[src/rtl/core/cspu_pkg.sv]
// Shared types, constants and bit-order helpers for the CAN signal codec.
// Used by every module under rtl/core; depends on nothing else.
`timescale 1ns / 1ps

package cspu_pkg;

  // Frame geometry and signal limits.
  localparam int FRAME_BYTES     = 8;
  localparam int MAX_SIGNAL_BITS = 64;
  localparam int QUEUE_DEPTH     = 4;
  localparam int QPTR_W          = $clog2(QUEUE_DEPTH);

  // Opcodes carried in the input tuser.
  localparam logic OP_DECODE = 1'b0;
  localparam logic OP_ENCODE = 1'b1;

  // Status codes.
  localparam logic [1:0] ST_OK          = 2'd0;
  localparam logic [1:0] ST_LAYOUT      = 2'd1;
  localparam logic [1:0] ST_ZERO_FACTOR = 2'd2;

  // Configuration register indexes.
  localparam logic [2:0] REG_START_BIT  = 3'd0;
  localparam logic [2:0] REG_SIZE_BITS  = 3'd1;
  localparam logic [2:0] REG_BYTE_ORDER = 3'd2;
  localparam logic [2:0] REG_IS_SIGNED  = 3'd3;
  localparam logic [2:0] REG_FACTOR     = 3'd4;
  localparam logic [2:0] REG_OFFSET     = 3'd5;

  typedef struct packed {
    logic [5:0]  sig_start;
    logic [6:0]  sig_len;
    logic        motorola;
    logic        raw_signed;
    logic [31:0] factor;
    logic [47:0] offset;
  } cfg_t;

  // Classified item handed from the front to the back through the queue.
  typedef struct packed {
    logic [1:0]  status;
    logic        enc;    // encode with a good layout and nonzero factor
    logic        neg;    // sign of raw (decode) or of value minus offset (encode)
    logic [63:0] frame;
    logic [63:0] mag;    // magnitude of raw (decode) or of value minus offset
  } cls_t;

  // Reverse bit order inside every byte: Motorola walk becomes a linear run.
  function automatic logic [63:0] rev_in_bytes(input logic [63:0] f);
    logic [63:0] r;
    for (int k = 0; k < 64; k++) begin
      r[k] = f[(k & 56) | (7 - (k & 7))];
    end
    return r;
  endfunction

  function automatic logic [63:0] rev64(input logic [63:0] f);
    logic [63:0] r;
    for (int k = 0; k < 64; k++) begin
      r[k] = f[63 - k];
    end
    return r;
  endfunction

  // Ones in the low n bits; n of zero gives zero.
  function automatic logic [63:0] wmask(input logic [6:0] n);
    return {64{1'b1}} >> (7'd64 - n);
  endfunction

endpackage

[src/rtl/core/cspu_queue.sv]
// Short queue between the front and back parts of the CAN signal codec.
// Depends on cspu_pkg for the item type and depth.
`timescale 1ns / 1ps

module cspu_queue (
  input  logic            clk,
  input  logic            rst,
  input  logic            in_valid,
  output logic            in_ready,
  input  cspu_pkg::cls_t  in_item,
  output logic            out_valid,
  input  logic            out_ready,
  output cspu_pkg::cls_t  out_item
);
  import cspu_pkg::*;

  cls_t              mem [QUEUE_DEPTH];
  logic [QPTR_W-1:0] wptr;
  logic [QPTR_W-1:0] rptr;
  logic [QPTR_W:0]   count;
  logic              push;
  logic              pop;

  assign in_ready  = (count != (QPTR_W + 1)'(QUEUE_DEPTH));
  assign out_valid = (count != '0);
  assign push      = in_valid && in_ready;
  assign pop       = out_valid && out_ready;
  assign out_item  = mem[rptr];

  // Storage needs no reset.
  always_ff @(posedge clk) begin
    if (push) begin
      mem[wptr] <= in_item;
    end
  end

  // Pointers and fill count.
  always_ff @(posedge clk) begin
    if (rst) begin
      wptr  <= '0;
      rptr  <= '0;
      count <= '0;
    end else begin
      if (push) wptr <= wptr + 1'b1;
      if (pop)  rptr <= rptr + 1'b1;
      if (push && !pop)      count <= count + 1'b1;
      else if (pop && !push) count <= count - 1'b1;
    end
  end

endmodule

[config.mk]
export PLATFORM = sky130hd
export DESIGN_NAME = cspu_queue
export DESIGN_NICKNAME = d
export VERILOG_FILES = /design/src/rtl/core/cspu_pkg.sv /design/src/rtl/core/cspu_queue.sv
export SDC_FILE = /design/constraint.sdc
export NUM_CORES = 1
export LEC_CHECK = 0
export BUFFER_PORTS_ARGS = -buffer_cell sky130_fd_sc_hd__buf_2
export CAP_MARGIN = 20
export CORE_AREA = 10 10 200 202
export CTS_CLUSTER_SIZE = 30
export DETAILED_ROUTE_END_ITERATION = 7
export DIE_AREA = 0 0 210 212
export GPL_TIMING_DRIVEN = 0
export PLACE_DENSITY = 0.79
export SLEW_MARGIN = 40
export SYNTH_ARGS = -nofsm -noshare
export SYNTH_HDL_FRONTEND = slang
export SYNTH_SLANG_ARGS = --single-unit
export TNS_END_PERCENT = 10
[constraint.sdc]
create_clock -name clk -period 5.8 [get_ports clk]
set_clock_uncertainty 0.05 [all_clocks]
set_input_delay 0 -clock clk [delete_from_list [all_inputs] [get_ports clk]]
set_output_delay 0 -clock clk [all_outputs]
set_load 0.05 [all_outputs]
==> impl_results.md, run 1 <==
- Mapped cell area: 19500 µm²
- Post-synth top area share: 81.31%
- Critical path class: flip-flop to flip-flop
- Number of port buffers: 268
- Seq cells post-synth: 537
- Reg2reg start: count[0]$_SDFFE_PP0P_
- DR vias: ~9600
- First-pass GRT wire length: 66010 µm
- Crit path time final: approximately 2.6 ns
- Max frequency: 387.9 MHz
- Post-synth EDFFs: approximately 530
- Critical path required time: 6.03 ns
- Pwr Total: 0.01189 W
- Max Slew Vio Count: 0
- Synthesis-to-finish area growth: 26.46%
- Largest net degree at the start of global routing: 35
- Fillers: about 2200
- GPL Wtd Cong: 0.7061
- Final Hold Viols: 0
- I/O Pins: 270
- Avg Cell Area, Syn: 26.42 µm²
- Synth unique cells: 22
- Cts bufs inserted: 52
- Synth top cells by count: edfxtp_1, mux4_2, buf_2, buf_6, dfxtp_1
- Worst path slowest cell: dfxtp_1
- Count leader, synth: edfxtp_1
- Worst Tran Pin Value: 0.7625 ns
- Primary FF master, synth: edfxtp_1
- Share of cells above drive strength 1: approximately two fifths
- Syn Nets: ~900
- Post_cts resized: 0
- Cell mode on critical path: buf_12
- Slew Limit Headroom: between 40 and 50%
- Nets: around 1400
- Worst vdd ir: 0.4699 mV
- Cell count after synthesis: 738
- RSZ-0062 raised after global routing: no
- Register area share after synthesis: 82.23%
- Die area: roughly 45000 µm²
- Number of vias per cell: 5.599
- Hold WC Path Type: input port to flip-flop
- Worst R2R Setup Slack: 3.22 ns
- Htree depth: 2
- Critical Path End Type: flip-flop
- Worst reg2reg path depth: 6
- Routed WL: 43240 µm
- CTS sink count: 537
- Synth area leader: edfxtp_1
- Crit path cell chain: nor2_1 -> a21boi_2 -> and2_4 -> buf_12 -> buf_12 -> buf_12
- Critical Path Max Stage Delay: 0.49 ns
- Min-Delay Endpoint: mem[2][92]$_DFFE_PP_
- Post-CTS setup repair buffer count: 0
- Core ar.: 36080 µm²
- DR WL/cell: 25.13 µm
- Die X: 210 µm
- Initial drt markers: approximately 740
- FFs w/ async S/R, synth: 0%
- Worst Hold Depth: 2
- Synthesis warning total: 0
- Post-layout util: 68.34%
- CTS clock-pin slew for the worst setup and hold paths: 0.06 ns
- DP HPWL: roughly 26000 µm
- R2R Path End: mem[0][60]$_DFFE_PP_
- MaxCap Viol Count: 0
- Hold Startpoint: in_item[92]
- Number of global-route vias before repair: 10600
- CP Launch Type: flip-flop
- GR Overflow Total: 0
- TritonRoute pass-1 iters: 4
- Final setup viols: 0
- Antenna violations before repair: 2
- Initial Util: 54.04%
- Post-cts hold buffer count: between 100 and 150
- Root buf cell: clkbuf_16
- Synth top area cells: edfxtp_1, mux4_2, dfxtp_1
- TritonCTS clock tree: done
- Outcome: complete, no violations
- Leak pwr: 8.404 nW
- Crit Path Max Fanout: 31
- Clk Latency, worst-skew pair: 0.60 ns
- Die Y: 212 µm
- Standard-cell rows: 70
- Final Cycle Share: 44.45%
- Crit path DAT: about 2.8 ns
- Remaining DRCs: 0
- GR Util All Layers: about a fifth
- Post-route antenna net violation count: 0
- Clock tree buffer depth: 3
- Cell Pwr Density: 482.1 nW/µm²
## cell usage in the layout (no fill, tap or decap), types with 2 or more instances in the layout
cell           instances
edfxtp_1             528
buf_2                283
dlygate4sd3_1        136
mux4_2               132
clkbuf_16             53
clkbuf_1              18
buf_12                16
clkinv_1              13
buf_6                 10
dfxtp_1                9
clkinv_2               9
nor2_1                 8
ha_1                   5
and2_4                 4
xor2_1                 4
inv_1                  3
diode_2                2
or3_1                  2
mux2i_1                2
nand2b_1               2
inv_6                  2
clkinvlp_4             2
## cell type report
class	count	area [µm²]	area share [%]
clock buffers	65	1371	5.561
diodes	2	5.005	0.02030
plain buffers	31	210.2	0.8524
well taps	468	585.6	2.375
flip-flops and latches	537	16040	65.03
clock inverters	28	165.2	0.6697
inverters	3	11.26	0.04566
repair buffers	420	3023	12.26
multi-input cells	167	3253	13.19
## per-stage QoR
stage | std cells | hold slack, ns | TNS (ns) | setup WS (ns) | instance area (µm²)
finish | 1721 | 0.1118 | 0 | 3.222 | 24660
global route | 1720 | 0.1116 | 0 | 3.097 | 24660
CTS | 1719 | 0.06829 | 0 | 3.238 | 24650
detailed placement | 1490 | 0.1639 | 0 | 3.263 | 21760
global placement | 1474 | 0.1607 | -523.19 | -1.031 | 21430
floorplan | 738 | 0.04887 | 0 | 1.407 | 19500
## critical path, delay by kind of cell, from the launching register on
kind                   cells  cell delay (ns)
DFF                        1             0.49
buffers and inverters      3             0.76
and+or+nand+nor            2             0.53
AOI/OAI and AO/OA          1             0.37
## per-layer routing
layer | wire (µm) | global-route usage, % | vias up
met2 | 22900 | 33.64 | 415
met4 | 960 | 6.500 | 0
met1 | 16290 | 23.99 | 5006
li1 | - | - | 4144
met3 | 3096 | 4.725 | 71
met5 | 0 | 0 | -
## kinds of logic (layout without fill, tap and decap cells)
family | Yosys count | count (layout) | share of synthesized area (%)
AOI/OAI and AO/OA | 5 | 5 | 0.1925
xor gates and xnor gates | 4 | 4 | 0.1796
adders and majority gates | 6 | 6 | 0.4235
buffers and inverters | 34 | 547 | 1.136
DFF | 537 | 537 | 82.23
muxes | 135 | 135 | 15.41
other | 0 | 2 | 0
and+or+nand+nor | 17 | 17 | 0.4298
## worst max path at each step
stage                                startpoint                   end  slack [ns]  cells after the start
after floorplan           count[0]$_SDFFE_PP0P_   mem[0][0]$_DFFE_PP_        1.41                      3
after global placement    count[0]$_SDFFE_PP0P_  mem[1][58]$_DFFE_PP_       -1.03                      3
after detailed placement  count[0]$_SDFFE_PP0P_  mem[0][60]$_DFFE_PP_        3.26                      6
after CTS                 count[0]$_SDFFE_PP0P_  mem[0][60]$_DFFE_PP_        3.24                      6
after global routing      count[0]$_SDFFE_PP0P_  mem[0][60]$_DFFE_PP_        3.10                      6
final                     count[0]$_SDFFE_PP0P_  mem[0][60]$_DFFE_PP_        3.22                      6
## flip-flops by register name (all words and copies together), names as in the netlist, named ones only
| register | count |
|---|---|
| rptr | 2 |
| wptr | 2 |
| count | 3 |
| mem | 528 |
## power breakdown
group	internal, W	leakage [nW]	switching [W]	total [W]
logic	0.00126	2.74	0.00273	0.00399
registers	0.00471	4.91	0.000109	0.00481
clock network	0.00171	0.750	0.00137	0.00308
total	0.00767	8.40	0.00421	0.0119
(Power assumes the default switching activity.)
==> run 2, diff against run 1 <==
- ABC_AREA: unset -> 1
- CORE_AREA: 10 10 200 202 -> 10 10 207 209
- DIE_AREA: 0 0 210 212 -> 0 0 217 219
- clock period: 5.8 -> 2.35 ns (I/O delays scaled with it)
==> impl_results.md, run 2 <==
- Final Hold Viols: 0
- Synth top cells by count: edfxtp_1, nor2_1, o21ai_0, o22ai_1, o21ai_1
- Largest net degree at the start of global routing: 19
- Critical path required time: 2.30 ns
- Largest regs: mem x528, count x3
- Crit Path Max Fanout: 10
- Slew Limit Headroom: 59.61%
- Mapped cell area: 19920 µm²
- Cts bufs inserted: 51
- Critical path class: flip-flop to output pin
- Die X: 217 µm
- Synthesis-to-finish area growth: 30.95%
- GR Util All Layers: 22.90%
- Synth unique cells: 19
- Crit path cell chain: buf_6 -> inv_2 -> buf_6 -> buf_4 -> o21ai_1 -> o22ai_1 -> buf_4
- Outcome: complete, no violations
- Placed cell area: 22720 µm²
- Cell Pwr Density: 1211 nW/µm²
- Post-synth top area share: 79.58%
- Core ar.: 38560 µm²
- Primary FF master, synth: edfxtp_1
- Crit path DAT: 2.29 ns
- Final Cycle Share: 99.42%
- Die Y: 219 µm
- Nets: just under 2000
- Share of cells above drive strength 1: 25.11%
- First-pass GRT wire length: 83690 µm
- TritonCTS clock tree: done
- Number of port buffers: 269
- Multi-input gate area: 3500 µm²
- Max Slew Vio Count: 0
- CTS sink count: 537
- Standard-cell rows: approximately 70
- DP HPWL: 33870 µm
- MaxCap Viol Count: 0
- Final Worst Setup Slack: between 0.01 and 0.015 ns
- Worst vdd ir: 1.033 mV
- Antenna violations before repair: 6
- Fillers: 2481
- Remaining DRCs: 0
- Critical Path Max Stage Delay: 0.34 ns
- Most frequent cells in the layout: edfxtp_1, nor2_1, buf_2
- GPL Wtd Cong: 0.7589
- Avg Cell Area, Syn: 14.82 µm²
- Synth area leader: edfxtp_1
- Synth top area cells: edfxtp_1, nor2_1, o22ai_1
- Root buf cell: clkbuf_16
- Post-layout util: 67.67%
- Fin Setup TNS: 0 ns
- RSZ-0062 raised after global routing: yes
- Max frequency: roughly 430 MHz
- Crit path time final: 2.336 ns
- TritonRoute pass-1 iters: 5
- Number of global-route vias before repair: roughly 14000
- Die area: 47520 µm²
- Number of vias per cell: 5.749
- Register area share after synthesis: 80.48%
- Most common cell after layout, fill and taps aside: edfxtp_1
- Finished Layout Cells: 2407
- Max reg flops: 528
- DR vias: 13840
- Critical Path End Type: output pin
- Clk Latency, worst-skew pair: 0.58 ns
- Dpl ws: ~0.16 ns
- Initial Util: 51.67%
- FFs w/ async S/R, synth: 0%
- Design area: 26090 µm²
- Routed WL: 57180 µm
- Post-CTS setup repair buffer count: 0
- Synthesis warning total: 0
- Initial drt markers: 1580
- Placed insts: 2167
- Clock tree buffer depth: 3
- Post-route antenna net violation count: 0
- Post-synth EDFFs: approximately 530
- Hold WC Path Type: input port to flip-flop
- CTS clock-pin slew for the worst setup and hold paths: about 0.06 ns
- GR Overflow Total: 0
- Worst Tran Pin Value: between 0.6 and 0.7 ns
- DR WL/cell: 23.76 µm
- Htree depth: 2
- Worst path slowest cell: dfxtp_1
- Cell count after synthesis: about 1300
- Count leader, synth: edfxtp_1
- I/O Pins: 270
- Final setup viols: 0
- Syn Nets: between 1000 and 1500
- Seq cells post-synth: between 500 and 600
- Leak pwr: 9.349 nW
- CP Launch Type: flip-flop
- FF+latch area: 16040 µm²
- Register with the most flip-flops: mem
-- run 2: what timing repair did --
action                     4_1_cts  5_1_grt
hold buffers                   136        0
gates cloned                     0        0
hold endpoints to repair       569        0
gates resized for setup         93       69
setup endpoints to repair      121      112
-- run 2: metrics by stage --
stage	hold WS, ns	power, W
3_5_place_dp	0.1665	0.02271
4_1_cts	0.08391	0.03124
6_report	0.1138	0.03160
5_1_grt	0.1111	0.03260
2_1_floorplan	0.01270	0.01927
3_3_place_gp	0.1587	0.02224
-- run 2: area by class of cell --
type,instances,share of cell area (%)
tap,518,2.484
sequential,537,61.49
buffer,86,2.110
inverter,16,0.2302
timing repair buffer,441,13.94
multi-input combinational,705,13.41
clock inverter,32,1.026
antenna,9,0.08632
clock buffer,63,5.227
-- run 2: path summary, 6_finish.rpt --
check,startpoint,end,slack [ns],cells past startpoint
max,flip-flop,out_item[44],0.01,7
max reg2reg,wptr[0]$_SDFFE_PP0P_,mem[1][69]$_DFFE_PP_,0.10,7
min,in_item[35],mem[3][35]$_DFFE_PP_,0.11,2
min reg2reg,rptr[1]$_SDFFE_PP0P_,flip-flop,0.46,2
-- run 2: cell families (layout without fill, tap and decap cells) --
kind of cell | Yosys count | after routing | share of synthesized area (%)
buffers and inverters | 102 | 638 | 2.525
other | 0 | 9 | 0
and+or+nand+nor | 298 | 298 | 5.658
DFF | 537 | 537 | 80.48
adders and majority gates | 6 | 6 | 0.4145
AOI/OAI and AO/OA | 400 | 400 | 10.88
xor gates and xnor gates | 1 | 1 | 0.04397
-- run 2: routing by layer --
metal	vias up	share of wire, %	global-route usage [%]
met1	6798	36	26.71
met3	134	9.3	5.653
li1	6084	-	-
met2	823	52	39.97
met5	-	0	0
met4	0	3.1	9.275
-- run 2: worst max-delay path, delay by kind of cell (launching register included) --
kind                   cells  cell delay (ns)
buffers and inverters      5             0.98
AO/OA/AOI/OAI              2             0.36
flip-flops                 1             0.34
-- run 2: power by group --
| part | internal [W] | switching [W] | total [W] |
|---|---|---|---|
| logic | 0.00308 | 0.00852 | 0.0116 |
| clock network | 0.00457 | 0.00352 | 0.00809 |
| registers | 0.0116 | 0.000291 | 0.0119 |
| total | 0.0193 | 0.0123 | 0.0316 |
==> run 3, diff against run 2 <==
- GPL_TIMING_DRIVEN: 0 -> unset
==> impl_results.md, run 3 (synthesis gave the netlist of run 2 again) <==
- Cell Pwr Density: 1207 nW/µm²
- RSZ-0062 raised after global routing: yes
- Most frequent cells in the layout: edfxtp_1, nor2_1, buf_2
- Most common cell after layout, fill and taps aside: edfxtp_1
- Leak pwr: 8.882 nW
- Share of cells above drive strength 1: 21.54%
- Die area: 47520 µm²
- Failing checks: negative setup slack
- Initial Util: 51.67%
- Synthesis-to-finish area growth: 26.82%
- Clk network pwr share: approximately 26%
- DP HPWL: 25910 µm
- MaxCap Viol Count: 0
- Max Slew Vio Count: 0
- GPL Wtd Cong: a little over 0.7
- Critical path required time: ~2.3 ns
- I/O Pins: 270
- Clk Latency, worst-skew pair: 0.58 ns
- Combinational share of power: between 30% and 40%
- Final Hold Viols: 0
- Worst Tran Pin Value: 0.6012 ns
- Critical Path End Type: output pin
- Root buf cell: clkbuf_16
- Sw power: 0.01164 W
- Die X: around 220 µm
- Number of global-route vias before repair: roughly 13000
- Core ar.: slightly below 40000 µm²
- Nets: about 1900
- First-pass GRT wire length: ~75000 µm
- CP top delay family: buffers and inverters
- Power Internal: 0.01887 W
- CP Launch Type: flip-flop
- Max reg flops: 528
- Crit path DAT: 2.32 ns
- GR Overflow Total: 0
- Slew Limit Headroom: 59.92%
- Hold WC Path Type: input port to flip-flop
- Number of port buffers: 269
- Crit path time final: 2.370 ns
- TritonRoute pass-1 iters: 5
- Final Cycle Share: 100.9%
- Outcome: complete, but fails checks
- Largest regs: mem x528, count x3
- Antenna violations before repair: 2
- Pwr Total: 0.03050 W
- Largest net degree at the start of global routing: 129
- Number of vias per cell: 5.615
- Buf/Inv on CP: 2
- Crit path cell chain: buf_16 -> o21ai_0 -> o22ai_1 -> buf_4
- GR Util All Layers: 20.03%
- Max frequency: 421.9 MHz
- Critical Path Max Stage Delay: 0.49 ns
- Worst vdd ir: roughly 1.0 mV
- Remaining DRCs: 0
- Final setup viols: 4
- Worst path slowest cell: dfxtp_4
- Sequential power share: 39.2%
- Critical path class: flip-flop to output pin
- Htree depth: 2
- Register with the most flip-flops: mem
- Final Worst Setup Slack: -0.02016 ns
- Cts bufs inserted: between 50 and 60
- Fillers: 2535
- Routed WL: ~50000 µm
- Initial drt markers: 1017
- DR WL/cell: 21.41 µm
- TritonCTS clock tree: done
- Clock tree buffer depth: 3
- Die Y: about 220 µm
- DR vias: 12940
- Crit Path Max Fanout: 128
- Hold Slack: 0.1251 ns
- CTS sink count: 537
- Sw frac: between 30% and 40%
- Post-route antenna net violation count: 0
- Standard-cell rows: 72
- CTS clock-pin slew for the worst setup and hold paths: 0.07 ns
==> run 3: cell types whose count changed in the layout (fill, tap and decap cells not counted), moves of 7 or more <==
cell,delta
buf_16,-10
clkbuf_2,-15
buf_12,+14
buf_6,-7
buf_4,-30
buf_8,-21
clkbuf_1,-12
buf_2,-14
==> run 3: stage by stage <==
stage,area (µm²),std cells,worst slack [ns],utilization (%),setup TNS (ns)
floorplan,20000,1344,-0.7247,-,-375.05
global placement,22000,2072,0.4856,57.05,0
detailed placement,22000,2072,0.4301,57.05,0
CTS,25030,2300,0.0006224,64.93,0
global route,25270,2303,-0.09084,65.53,-1.048
finish,25270,2304,-0.02016,65.53,-0.03454
==> run 3: power by group through the flow <==
stage / logic [W] / clock network [W] / registers, W
global placement: 0.00962 / 0 / 0.0121
global route: 0.0112 / 0.00839 / 0.0120
CTS: 0.0101 / 0.00801 / 0.0120
floorplan: 0.00719 / 0 / 0.0121
finish: 0.0106 / 0.00789 / 0.0120
detailed placement: 0.00977 / 0 / 0.0122
==> run 3: per-layer routing <==
layer,share of wire (%),global-route usage [%],vias to the layer above
met5,0,0,-
met2,52,34.66,584
met4,1.9,7.294,0
li1,-,-,5891
met1,38,23.68,6377
met3,8.7,5.337,84
==> run 3: what timing repair did <==
action / 4_1_cts / 5_1_grt
endpoints found under the hold margin: 537 / 0
setup endpoints to repair: 112 / 86
buffers inserted: 3 / 1
hold buffers: 136 / 0
resized for setup: 10 / 121
pin swaps: 0 / 1
==> run 3: path summary, 6_finish.rpt <==
check	depth (start not counted)	slack [ns]	from	to
min	2	0.13	in_item[11]	mem[2][11]$_DFFE_PP_
max	4	-0.02	flip-flop	out_item[56]
min reg2reg	2	0.47	rptr[0]$_SDFFE_PP0P_	rptr[0]$_SDFFE_PP0P_
max reg2reg	12	0.37	count[0]$_SDFFE_PP0P_	count[2]$_SDFFE_PP0P_
==> run 3: area by class of cell <==
class                   count  area, µm²  area share [%]
diodes                      3      7.507         0.02971
clock buffers              63       1364           5.397
clock inverters            26      232.7          0.9210
inverters                  16      75.07          0.2971
multi-input cells         705       3481           13.78
flip-flops and latches    537      16050           63.51
well taps                 518      648.1           2.565
repair buffers            436       3412           13.50
